**config.mk**
```make
export PLATFORM = sky130hd
export DESIGN_NAME = tccs_front
export DESIGN_NICKNAME = d
export VERILOG_FILES = /design/src/tccs_pkg.sv /design/src/tccs_front.sv
export SDC_FILE = /design/constraint.sdc
export NUM_CORES = 1
export LEC_CHECK = 0
export ABC_AREA = 1
export BUFFER_PORTS_ARGS = -buffer_cell sky130_fd_sc_hd__buf_4
export CORE_AREA = 5 5 42 44
export DETAILED_ROUTE_END_ITERATION = 6
export DIE_AREA = 0 0 47 49
export PLACE_DENSITY_LB_ADDON = 0.08
export SYNTH_ARGS = -nofsm -noshare
export SYNTH_HDL_FRONTEND = slang
export SYNTH_SLANG_ARGS = --single-unit
```
**constraint.sdc**
```tcl
create_clock -name vclk -period 1.25
set_input_delay 0.125 -clock vclk [all_inputs]
set_output_delay 0.125 -clock vclk [all_outputs]
set_load 0.01 [all_outputs]
```
**src/tccs_pkg.sv**
```systemverilog
// ============================================================================
// tccs_pkg: shared types and constants for the text console cursor/scroll unit
// Command encodings, character codes, the queued command word and the
// result word passed from the back end to the top level.
// ============================================================================
package tccs_pkg;

    // Fixed field widths of the ports and the queue depth
    localparam int FUNC_W      = 2;
    localparam int CH_W        = 8;
    localparam int COLOR_W     = 4;
    localparam int INDEX_W     = 11;
    localparam int POS_W       = 11;
    localparam int CELL_W      = 16;
    localparam int QUEUE_DEPTH = 2;

    // Function codes
    localparam logic [FUNC_W-1:0] FUNC_PUT   = 2'd0;
    localparam logic [FUNC_W-1:0] FUNC_CLEAR = 2'd1;
    localparam logic [FUNC_W-1:0] FUNC_READ  = 2'd2;

    // Character codes that act
    localparam logic [CH_W-1:0] CH_BS       = 8'h08;
    localparam logic [CH_W-1:0] CH_TAB      = 8'h09;
    localparam logic [CH_W-1:0] CH_LF       = 8'h0A;
    localparam logic [CH_W-1:0] CH_CR       = 8'h0D;
    localparam logic [CH_W-1:0] CH_PRINT_LO = 8'h20;
    localparam logic [CH_W-1:0] CH_PRINT_HI = 8'h7F;

    // White-on-black space
    localparam logic [CELL_W-1:0] BLANK_CELL = 16'h0F20;

    // Classified operation carried through the queue
    typedef enum logic [2:0] {
        OP_NOP,
        OP_PRINT,
        OP_BS,
        OP_TAB,
        OP_CR,
        OP_LF,
        OP_CLEAR,
        OP_READ
    } op_t;

    typedef struct packed {
        op_t                    op;
        logic [CH_W-1:0]        ch;
        logic [2*COLOR_W-1:0]   attr;
        logic [INDEX_W-1:0]     index;
    } cmd_t;

    // Back end sequencer states
    typedef enum logic [2:0] {
        S_INIT,
        S_IDLE,
        S_EXEC,
        S_READ,
        S_BLANK,
        S_CLEAR
    } back_state_t;

    typedef struct packed {
        logic                done;
        logic [POS_W-1:0]    cursor_pos;
        logic [CELL_W-1:0]   cell_data;
        logic                scrolled;
    } result_t;

endpackage

```
**src/tccs_front.sv**
```systemverilog
// ============================================================================
// tccs_front: command intake and classification
// Accepts a word when the queue has room and the reset fill is done, decodes
// the function and character into one operation and pushes it to the queue.
// ============================================================================
module tccs_front #(
    parameter int CELL_COUNT = 2000
) (
    input  logic                           start,
    input  logic [tccs_pkg::FUNC_W-1:0]    func,
    input  logic [tccs_pkg::CH_W-1:0]      ch,
    input  logic [tccs_pkg::COLOR_W-1:0]   back_color,
    input  logic [tccs_pkg::COLOR_W-1:0]   fore_color,
    input  logic [tccs_pkg::INDEX_W-1:0]   cell_index,
    input  logic                           fifo_full,
    input  logic                           init_active,
    output logic                           busy,
    output logic                           push,
    output tccs_pkg::cmd_t                 cmd
);
    import tccs_pkg::*;

    op_t op;

    // Intake handshake: hold off while the queue is full or memory is filling
    assign busy = fifo_full | init_active;
    assign push = start & ~busy;

    // Classify the incoming word
    always_comb
    begin
        op = OP_NOP;
        case (func)
            FUNC_PUT:
            begin
                case (ch) inside
                    CH_BS:                     op = OP_BS;
                    CH_TAB:                    op = OP_TAB;
                    CH_LF:                     op = OP_LF;
                    CH_CR:                     op = OP_CR;
                    [CH_PRINT_LO:CH_PRINT_HI]: op = OP_PRINT;
                    default:                   op = OP_NOP;
                endcase
            end
            FUNC_CLEAR:
            begin
                op = OP_CLEAR;
            end
            FUNC_READ:
            begin
                // out-of-range reads return zero and change nothing
                if (32'(cell_index) < CELL_COUNT)
                begin
                    op = OP_READ;
                end
            end
            default:
            begin
                op = OP_NOP;
            end
        endcase
    end

    assign cmd.op    = op;
    assign cmd.ch    = ch;
    assign cmd.attr  = {back_color, fore_color};
    assign cmd.index = cell_index;

endmodule

```
==> results_dict.tcl <==
set metrics [dict create \
    status "finished clean" \
    dpl.cell_count 102 \
    die_h_um 49 \
    yosysTopAreaCell "buf_4" \
    grt-busiest-layer "met2" \
    design.die.area_mm2 0.002303 \
    grt_max_degree 5 \
    multi_input_area_um2 165.2 \
    ant_nets 0 \
    slew_headroom_pct 87.76 \
    grt_pass1_wl_um 1242 \
    clock.fmax_mhz 1032 \
    drtIter0Drc 1 \
    layout.cell_area.non_filler_um2 519.2 \
    most-common-layout-cells "buf_4, nand2_1, inv_1, nor2_1" \
    diodes 0 \
    overflow 0 \
    holdWs_ns 0.2500 \
    syn-cell-area_um2 401.6 \
    cp.arrival_ns 0.84 \
    final.setup.tns_ns 0 \
    antenna_found_initial 0 \
    nClkBuffers 0 \
    cap_violations 0 \
    netlist.area_leader.share_pct 50.47 \
    synth_nets 105 \
    use_met2_pct 12.22 \
    seq_area_um2 0 \
    grt_usage_pct 6.386 \
    cts_resized 0 \
    hpwl_um 820.2 \
    fill_cells 179 \
    final_cells 102 \
    setup_viol 0 \
    core_region_area_mm2 0.001401 \
    period_share_pct 77.54 \
    end_kind "output port" \
    seq_cells 0 \
    grt_pass1_vias 356 \
    power_leakage_nw 0.3202 \
    path_class "in2out" \
    cp.required_ns 1.12 \
    finalWorstPathRequiredPeriod_ns 0.9692 \
    rsz0062_at_grt "false" \
    gp_congestion 0.5872 \
    start_util_pct 28.66 \
    drt_wl_total_um 854 \
    grt_util_met3_pct 2.952 \
    path_max_fanout 4 \
    ios 64 \
    grt_util_met1_pct 5.652 \
    via_per_inst 4.069 \
    final_common_cell "buf_4" \
    dr.pass1.iters 2 \
    vias 415 \
    drcViolationCount 0 \
    fin_nets 120 \
    syn2layout_area_growth_pct 29.28 \
    yosysWarnings 0 \
    hp-class "in2out" \
    wl_per_cell_um 8.373 \
    vdd_ir_drop_max_mv 0.1042 \
    portBuffers 40 \
    power.density_mw_per_mm2 323.4 \
    yosysUniqueCellTypes 13 \
    dpl_cell_area_um2 519.2 \
    hold_viol 0 \
    cts_setup_buffers 0 \
    num_rows 14 \
    cp-start-kind "primary input" \
    final_util_pct 37.05 \
    slew_viol_final 0 \
    yosysSeqAreaShare_pct 0 \
    dieWidth_um 47 \
    yosys-top-cells-area "buf_4, nand2_1, inv_1, nor2_1, nand2_2" \
    worst_pin_slew_ns 0.1830 \
    drive_above_1_share_pct 52.33 \
    synth.avg_cell_area_um2 5.502 \
    syn_inst 73 \
    ctsHoldBuffers 0 \
]
[routing by layer]
| layer | part of all wire [%] | wire length, um | up-vias |
|---|---|---|---|
| met3 | 25 | 211 | 2 |
| met4 | 0.47 | 4 | 0 |
| li1 | - | - | 215 |
| met5 | 0 | 0 | - |
| met2 | 46 | 391 | 26 |
| met1 | 29 | 247 | 172 |
[cells in the mapped netlist]
| master | n |
|---|---|
| a21boi_1 | 1 |
| buf_4 | 27 |
| inv_1 | 7 |
| inv_2 | 2 |
| nand2_1 | 21 |
| nand2_2 | 2 |
| nand3_1 | 1 |
| nor2_1 | 7 |
| nor2_4 | 1 |
| nor3_1 | 1 |
| o21a_1 | 1 |
| o21ai_0 | 1 |
| or2_1 | 1 |
[final cells by class]
cell class                 instances  share of cell area (%)
timing repair buffer              40                   57.83
multi-input combinational         37                   31.81
inverter                           9                   6.506
tap                               16                   3.855
[final timing paths]
path  cells after the start          start       to
min                       0  fore_color[0]  cmd[11]
max                       9          ch[6]  cmd[27]
[through the flow]
step,total power [mW],setup slack [ns]
floorplan,0.1302,0.5068
global placement,0.1712,0.2717
detailed placement,0.1713,0.2628
CTS,0.1716,0.2633
global route,0.1850,0.1853
finish,0.1679,0.2808
[where the power goes]
| part | internal [mW] | switching (mW) |
|---|---|---|
| clock | 0 | 0 |
| combinational | 0.0974 | 0.0706 |
| sequential | 0 | 0 |
| total | 0.0974 | 0.0706 |
[critical path: stages]
cell and delay (ns):
buf_4 0.11, inv_1 0.05, nand2_2 0.05, nor2_4 0.12, nand2_1 0.08, nand3_1 0.08
nand2_1 0.05, nand2_1 0.05, buf_4 0.11
[cell families (layout without fill, tap and decap cells)]
group | after synthesis | in the layout | synth area share, %
buf+inv | 36 | 49 | 58.88
compound gates | 3 | 3 | 4.985
simple gates | 34 | 34 | 36.14
(Power assumes the default switching activity.)
