**src/tccs_pkg.sv**
```systemverilog
// ============================================================================
// tccs_pkg: shared types and constants for the text console cursor/scroll unit
// Command encodings, character codes, the queued command word and the
// result word passed from the back end to the top level.
// ============================================================================
package tccs_pkg;

    // Fixed field widths of the ports and the queue depth
    localparam int FUNC_W      = 2;
    localparam int CH_W        = 8;
    localparam int COLOR_W     = 4;
    localparam int INDEX_W     = 11;
    localparam int POS_W       = 11;
    localparam int CELL_W      = 16;
    localparam int QUEUE_DEPTH = 2;

    // Function codes
    localparam logic [FUNC_W-1:0] FUNC_PUT   = 2'd0;
    localparam logic [FUNC_W-1:0] FUNC_CLEAR = 2'd1;
    localparam logic [FUNC_W-1:0] FUNC_READ  = 2'd2;

    // Character codes that act
    localparam logic [CH_W-1:0] CH_BS       = 8'h08;
    localparam logic [CH_W-1:0] CH_TAB      = 8'h09;
    localparam logic [CH_W-1:0] CH_LF       = 8'h0A;
    localparam logic [CH_W-1:0] CH_CR       = 8'h0D;
    localparam logic [CH_W-1:0] CH_PRINT_LO = 8'h20;
    localparam logic [CH_W-1:0] CH_PRINT_HI = 8'h7F;

    // White-on-black space
    localparam logic [CELL_W-1:0] BLANK_CELL = 16'h0F20;

    // Classified operation carried through the queue
    typedef enum logic [2:0] {
        OP_NOP,
        OP_PRINT,
        OP_BS,
        OP_TAB,
        OP_CR,
        OP_LF,
        OP_CLEAR,
        OP_READ
    } op_t;

    typedef struct packed {
        op_t                    op;
        logic [CH_W-1:0]        ch;
        logic [2*COLOR_W-1:0]   attr;
        logic [INDEX_W-1:0]     index;
    } cmd_t;

    // Back end sequencer states
    typedef enum logic [2:0] {
        S_INIT,
        S_IDLE,
        S_EXEC,
        S_READ,
        S_BLANK,
        S_CLEAR
    } back_state_t;

    typedef struct packed {
        logic                done;
        logic [POS_W-1:0]    cursor_pos;
        logic [CELL_W-1:0]   cell_data;
        logic                scrolled;
    } result_t;

endpackage

```
**src/tccs_cmd_fifo.sv**
```systemverilog
// ============================================================================
// tccs_cmd_fifo: short command queue
// Decouples intake from execution; the head word is visible while not empty.
// ============================================================================
module tccs_cmd_fifo (
    input  logic            clk,
    input  logic            rst_n,
    input  logic            push,
    input  tccs_pkg::cmd_t  cmd_in,
    input  logic            pop,
    output tccs_pkg::cmd_t  cmd_out,
    output logic            empty,
    output logic            full
);
    import tccs_pkg::*;

    localparam int PTR_W = $clog2(QUEUE_DEPTH);
    localparam int CNT_W = $clog2(QUEUE_DEPTH + 1);
    localparam logic [PTR_W-1:0] LAST_PTR  = PTR_W'(QUEUE_DEPTH - 1);
    localparam logic [CNT_W-1:0] DEPTH_CNT = CNT_W'(QUEUE_DEPTH);

    cmd_t             slot_reg [QUEUE_DEPTH];
    logic [PTR_W-1:0] wr_ptr_reg;
    logic [PTR_W-1:0] wr_ptr_next;
    logic [PTR_W-1:0] rd_ptr_reg;
    logic [PTR_W-1:0] rd_ptr_next;
    logic [CNT_W-1:0] count_reg;
    logic [CNT_W-1:0] count_next;

    assign empty   = (count_reg == '0);
    assign full    = (count_reg == DEPTH_CNT);
    assign cmd_out = slot_reg[rd_ptr_reg];

    // Pointer and fill count update
    always_comb
    begin
        wr_ptr_next = wr_ptr_reg;
        rd_ptr_next = rd_ptr_reg;
        count_next  = count_reg;
        if (push)
        begin
            wr_ptr_next = (wr_ptr_reg == LAST_PTR) ? '0 : wr_ptr_reg + 1'b1;
        end
        if (pop)
        begin
            rd_ptr_next = (rd_ptr_reg == LAST_PTR) ? '0 : rd_ptr_reg + 1'b1;
        end
        if (push && !pop)
        begin
            count_next = count_reg + 1'b1;
        end
        else if (pop && !push)
        begin
            count_next = count_reg - 1'b1;
        end
    end

    always_ff @(posedge clk or negedge rst_n)
    begin
        if (!rst_n)
        begin
            wr_ptr_reg <= '0;
            rd_ptr_reg <= '0;
            count_reg  <= '0;
        end
        else
        begin
            wr_ptr_reg <= wr_ptr_next;
            rd_ptr_reg <= rd_ptr_next;
            count_reg  <= count_next;
        end
    end

    // Storage slots
    always_ff @(posedge clk)
    begin
        if (push)
        begin
            slot_reg[wr_ptr_reg] <= cmd_in;
        end
    end

endmodule

```
**config.mk**
```make
export PLATFORM = sky130hd
export DESIGN_NAME = tccs_cmd_fifo
export DESIGN_NICKNAME = d
export VERILOG_FILES = /design/src/tccs_pkg.sv /design/src/tccs_cmd_fifo.sv
export SDC_FILE = /design/constraint.sdc
export NUM_CORES = 1
export LEC_CHECK = 0
export BUFFER_PORTS_ARGS = -buffer_cell sky130_fd_sc_hd__buf_2
export CAP_MARGIN = 10
export CORE_MARGIN = 2
export CORE_UTILIZATION = 55
export CTS_BUF_LIST = sky130_fd_sc_hd__clkbuf_16
export CTS_CLUSTER_DIAMETER = 120
export DETAILED_ROUTE_END_ITERATION = 8
export PLACE_DENSITY = 0.84
export SYNTH_ARGS = -nofsm -noshare
export SYNTH_HDL_FRONTEND = slang
export SYNTH_SLANG_ARGS = --single-unit
```
**constraint.sdc**
```tcl
create_clock -name clk -period 3.7 [get_ports clk]
set_clock_uncertainty 0.05 [all_clocks]
set_input_delay 0.185 -clock clk [delete_from_list [all_inputs] [get_ports clk]]
set_output_delay 0.185 -clock clk [all_outputs]
set_load 0.03 [all_outputs]
```
==> summary.txt <==
=================================================================================
Worst-margin pin slew ..............................................     0.719 ns
Drt wl/cell ........................................................      16.1 um
Count of max-cap constraint violations .............................            0
Antenna diode count ................................................            0
Drt first-iter violations ..........................................           98
Fin Setup TNS ......................................................         0 ns
Count of distinct cell types in the synthesized netlist ............           11
Initial standard-cell utilization of the core ......................        58.2%
Largest net degree at the start of global routing ..................           32
R2R cell count .....................................................            2
TritonCTS Sinks ....................................................           64
Deepest clock path buffer count ....................................            2
Time the final worst path needs with I/O delays and setup ..........      2.11 ns
Placeable core region ..............................................   4060 sq um
Top-Level Pins .....................................................           66
Kind of end point of the critical path .............................   output pin
WHS Path Cells .....................................................            2
Hold Path Sink ..................................................... rd_ptr_reg$_DFFE_PN0P_
Leakage power total ................................................      1.29 nW
Reg-to-reg startpoint .............................................. wr_ptr_reg$_DFFE_PN0P_
Core Util, Final ...................................................        80.5%
Headroom to the max-slew limit .....................................        51.8%
Storage element area ...............................................   1900 sq um
Hold Path Origin ...................................................          pop
H-tree level count .................................................            3
Post-synthesis area per instance ...................................   21.6 sq um
First-pass GRT wire length .........................................      6.58 mm
Highest clock frequency the design can meet ........................    0.475 GHz
Vertical die dimension .............................................      69.5 um
Total gr overflow ..................................................            0
Simple-gate area share of the yosys netlist ........................        1.11%
Initial antenna violation count ....................................            0
Clock transition at the registers of the reported paths ............      0.05 ns
Initial DRT Pass Iterations ........................................            4
Post-detailed-route via-to-cell ratio ..............................         4.95
Area added between synthesis and finish ............................        38.4%
Critical Path Fanout Max ...........................................           17
Fillcell total .....................................................          225
Clock latency of the later-clocked register in the worst-skew pair .      0.32 ns
Data arrival time of the critical path .............................      1.87 ns
Startpoint kind of the worst setup timing path .....................     register
Final count of negative-setup-slack endpoints ......................            0
Setup repair after global routing missed its margin ................           no
DIE AREA ...........................................................   4830 sq um
Fraction of final layout cells with drive strength greater than 1 ..        52.4%
Number of remaining DRC errors .....................................            0
Register-to-register setup slack ...................................      1.96 ns
Total clock buffers created by CTS .................................            9
Synthesized-area fraction occupied by xor and xnor cells ...........        1.86%
Data required time of the worst path ...............................      3.46 ns
Post-CTS setup buffer count ........................................            0
Adder-cell share of the synthesized area ...........................       0.530%
Max-slew violation count ...........................................            0
Count of buffers from port buffering ...............................           65
Run status ......................................................... finished, final reports clean
Class of the tightest hold or removal check ........................       in2reg
Total routing resource utilization after global routing ............        19.0%
Endpoint of the most critical register-to-register path ............ slot_reg[0][13]$_DFFE_PP_
Buffer cell driving the clock tree root ............................    clkbuf_16
Die extent in x ....................................................      69.5 um
Maximum ir drop on the vdd rail ....................................     0.545 mV
Number of global-route vias before repair ..........................         1362
Resize count post-CTS ..............................................            0
Number of warnings printed during yosys synthesis ..................            0
CTS tree ...........................................................        built
Post-Synthesis Cell Area ...........................................   2360 sq um
ANT nets after route ...............................................            0
Max FFs per register ...............................................           60
Multiplexer share of the synthesized area ..........................        14.3%
Net count, final ...................................................          243
HPWL reported at the end of detailed placement .....................      2.59 mm
Final Routed Wirelength ............................................      4.22 mm
Total nets after synthesis .........................................          144
Period utilization .................................................        56.9%
Final weighted congestion in routability-driven placement ..........        0.696
Synth Register Bits ................................................           64
Compound-gate portion of the synthesized area ......................           0%
Pwr/cell area ......................................................  823 nW/um^2
Start-to-end type of the worst setup path ..........................      reg2out
Dominant combinational cell family by area after synthesis ......... multiplexers
Multi-input gate area in the final layout ..........................    423 sq um
Proportion of synthesized chip area in sequential cells ............        80.6%
Gate count of the mapped netlist ...................................          109
Vias after detailed routing ........................................         1297
Count of standard-cell rows ........................................           23
Final Hold Vio Count ...............................................            0
=================================================================================
per-layer routing:
| metal | up-vias | GRT usage, % | share of wire, % |
|---|---|---|---|
| li1 | 617 | - | - |
| met1 | 623 | 21.4 | 39 |
| met2 | 54 | 31.5 | 53 |
| met3 | 3 | 9.74 | 7.6 |
| met4 | 0 | 5.88 | 0.57 |
| met5 | - | 0 | 0 |
worst max-delay path: stages, from the launching register on:
cell and delay (ns):
dfrtp_1 0.79, buf_16 0.23, mux2_2 0.35, buf_2 0.18
what timing repair did:
| item | 4_1_cts | 5_1_grt |
|---|---|---|
| setup endpoints to repair | 0 | 0 |
| hold buffers | 18 | 5 |
| hold endpoints to repair | 38 | 8 |
logic make-up (layout without fill, tap and decap cells):
logic type / count (synthesis) / count (layout)
XOR/XNOR: 5 / 5
adder cells (fa/ha/maj): 1 / 1
buffers and inverters: 4 / 107
flip-flops: 64 / 64
multiplexers: 30 / 30
AND/OR/NAND/NOR: 5 / 5
worst max path at each step:
stage,start,endpoint,slack (ns),depth (start not counted)
finish,rd_ptr_reg$_DFFE_PN0P_,cmd_out[20],1.59,3
global route,rd_ptr_reg$_DFFE_PN0P_,cmd_out[20],1.51,3
CTS,rd_ptr_reg$_DFFE_PN0P_,cmd_out[9],1.30,2
detailed placement,rd_ptr_reg$_DFFE_PN0P_,cmd_out[9],1.64,2
global placement,rd_ptr_reg$_DFFE_PN0P_,cmd_out[1],1.71,2
floorplan,wr_ptr_reg$_DFFE_PN0P_,slot_reg[0][0]$_DFFE_PP_,1.48,1
cells in the final DEF, fill, tap and decap left out, types with 2 or more instances in the layout:
| master | count |
|---|---|
| buf_2 | 65 |
| edfxtp_1 | 60 |
| mux2_2 | 30 |
| dlygate4sd3_1 | 23 |
| clkbuf_16 | 9 |
| xor2_1 | 4 |
| dfrtp_1 | 4 |
| clkinv_1 | 3 |
| nor2_1 | 2 |
| clkinv_2 | 2 |
| buf_4 | 2 |
Yosys cell counts:
cell,instances,area share [%]
ha_1,1,0.53
xor2_1,4,1.5
nor2b_1,2,0.53
edfxtp_1,60,76
buf_6,3,1.4
xnor2_1,1,0.37
mux2_2,30,14
inv_1,1,0.16
dfrtp_1,4,4.2
and2_1,1,0.27
nor2_1,2,0.32
final cells by class:
| type | count | share of cell area (%) |
|---|---|---|
| multi-input cells | 41 | 13.0 |
| flip-flops and latches | 64 | 58.2 |
| repair buffers | 91 | 18.3 |
| clock buffers | 9 | 6.90 |
| well taps | 50 | 1.92 |
| clock inverters | 6 | 1.57 |
| inverters | 1 | 0.115 |
per-stage QoR:
| step | setup slack, ns | total power [mW] | std cells | hold WS [ns] | instance area (sq um) |
|---|---|---|---|---|---|
| after CTS | 1.30 | 2.67 | 256 | 0.0000866 | 3190 |
| final | 1.59 | 2.69 | 262 | 0.0122 | 3270 |
| after global placement | 1.71 | 1.85 | 223 | -0.0624 | 2730 |
| after global routing | 1.51 | 2.80 | 262 | 0.000789 | 3270 |
| after floorplan | 1.48 | 1.68 | 109 | -0.161 | 2360 |
| after detailed placement | 1.64 | 1.88 | 223 | -0.0582 | 2730 |
power by group:
part / switching [mW] / internal (mW)
Combinational: 0.526 / 0.334
Clock: 0.272 / 0.506
Sequential: 0.0824 / 0.967
Total: 0.880 / 1.81
Power figures use the tool's default switching activity.
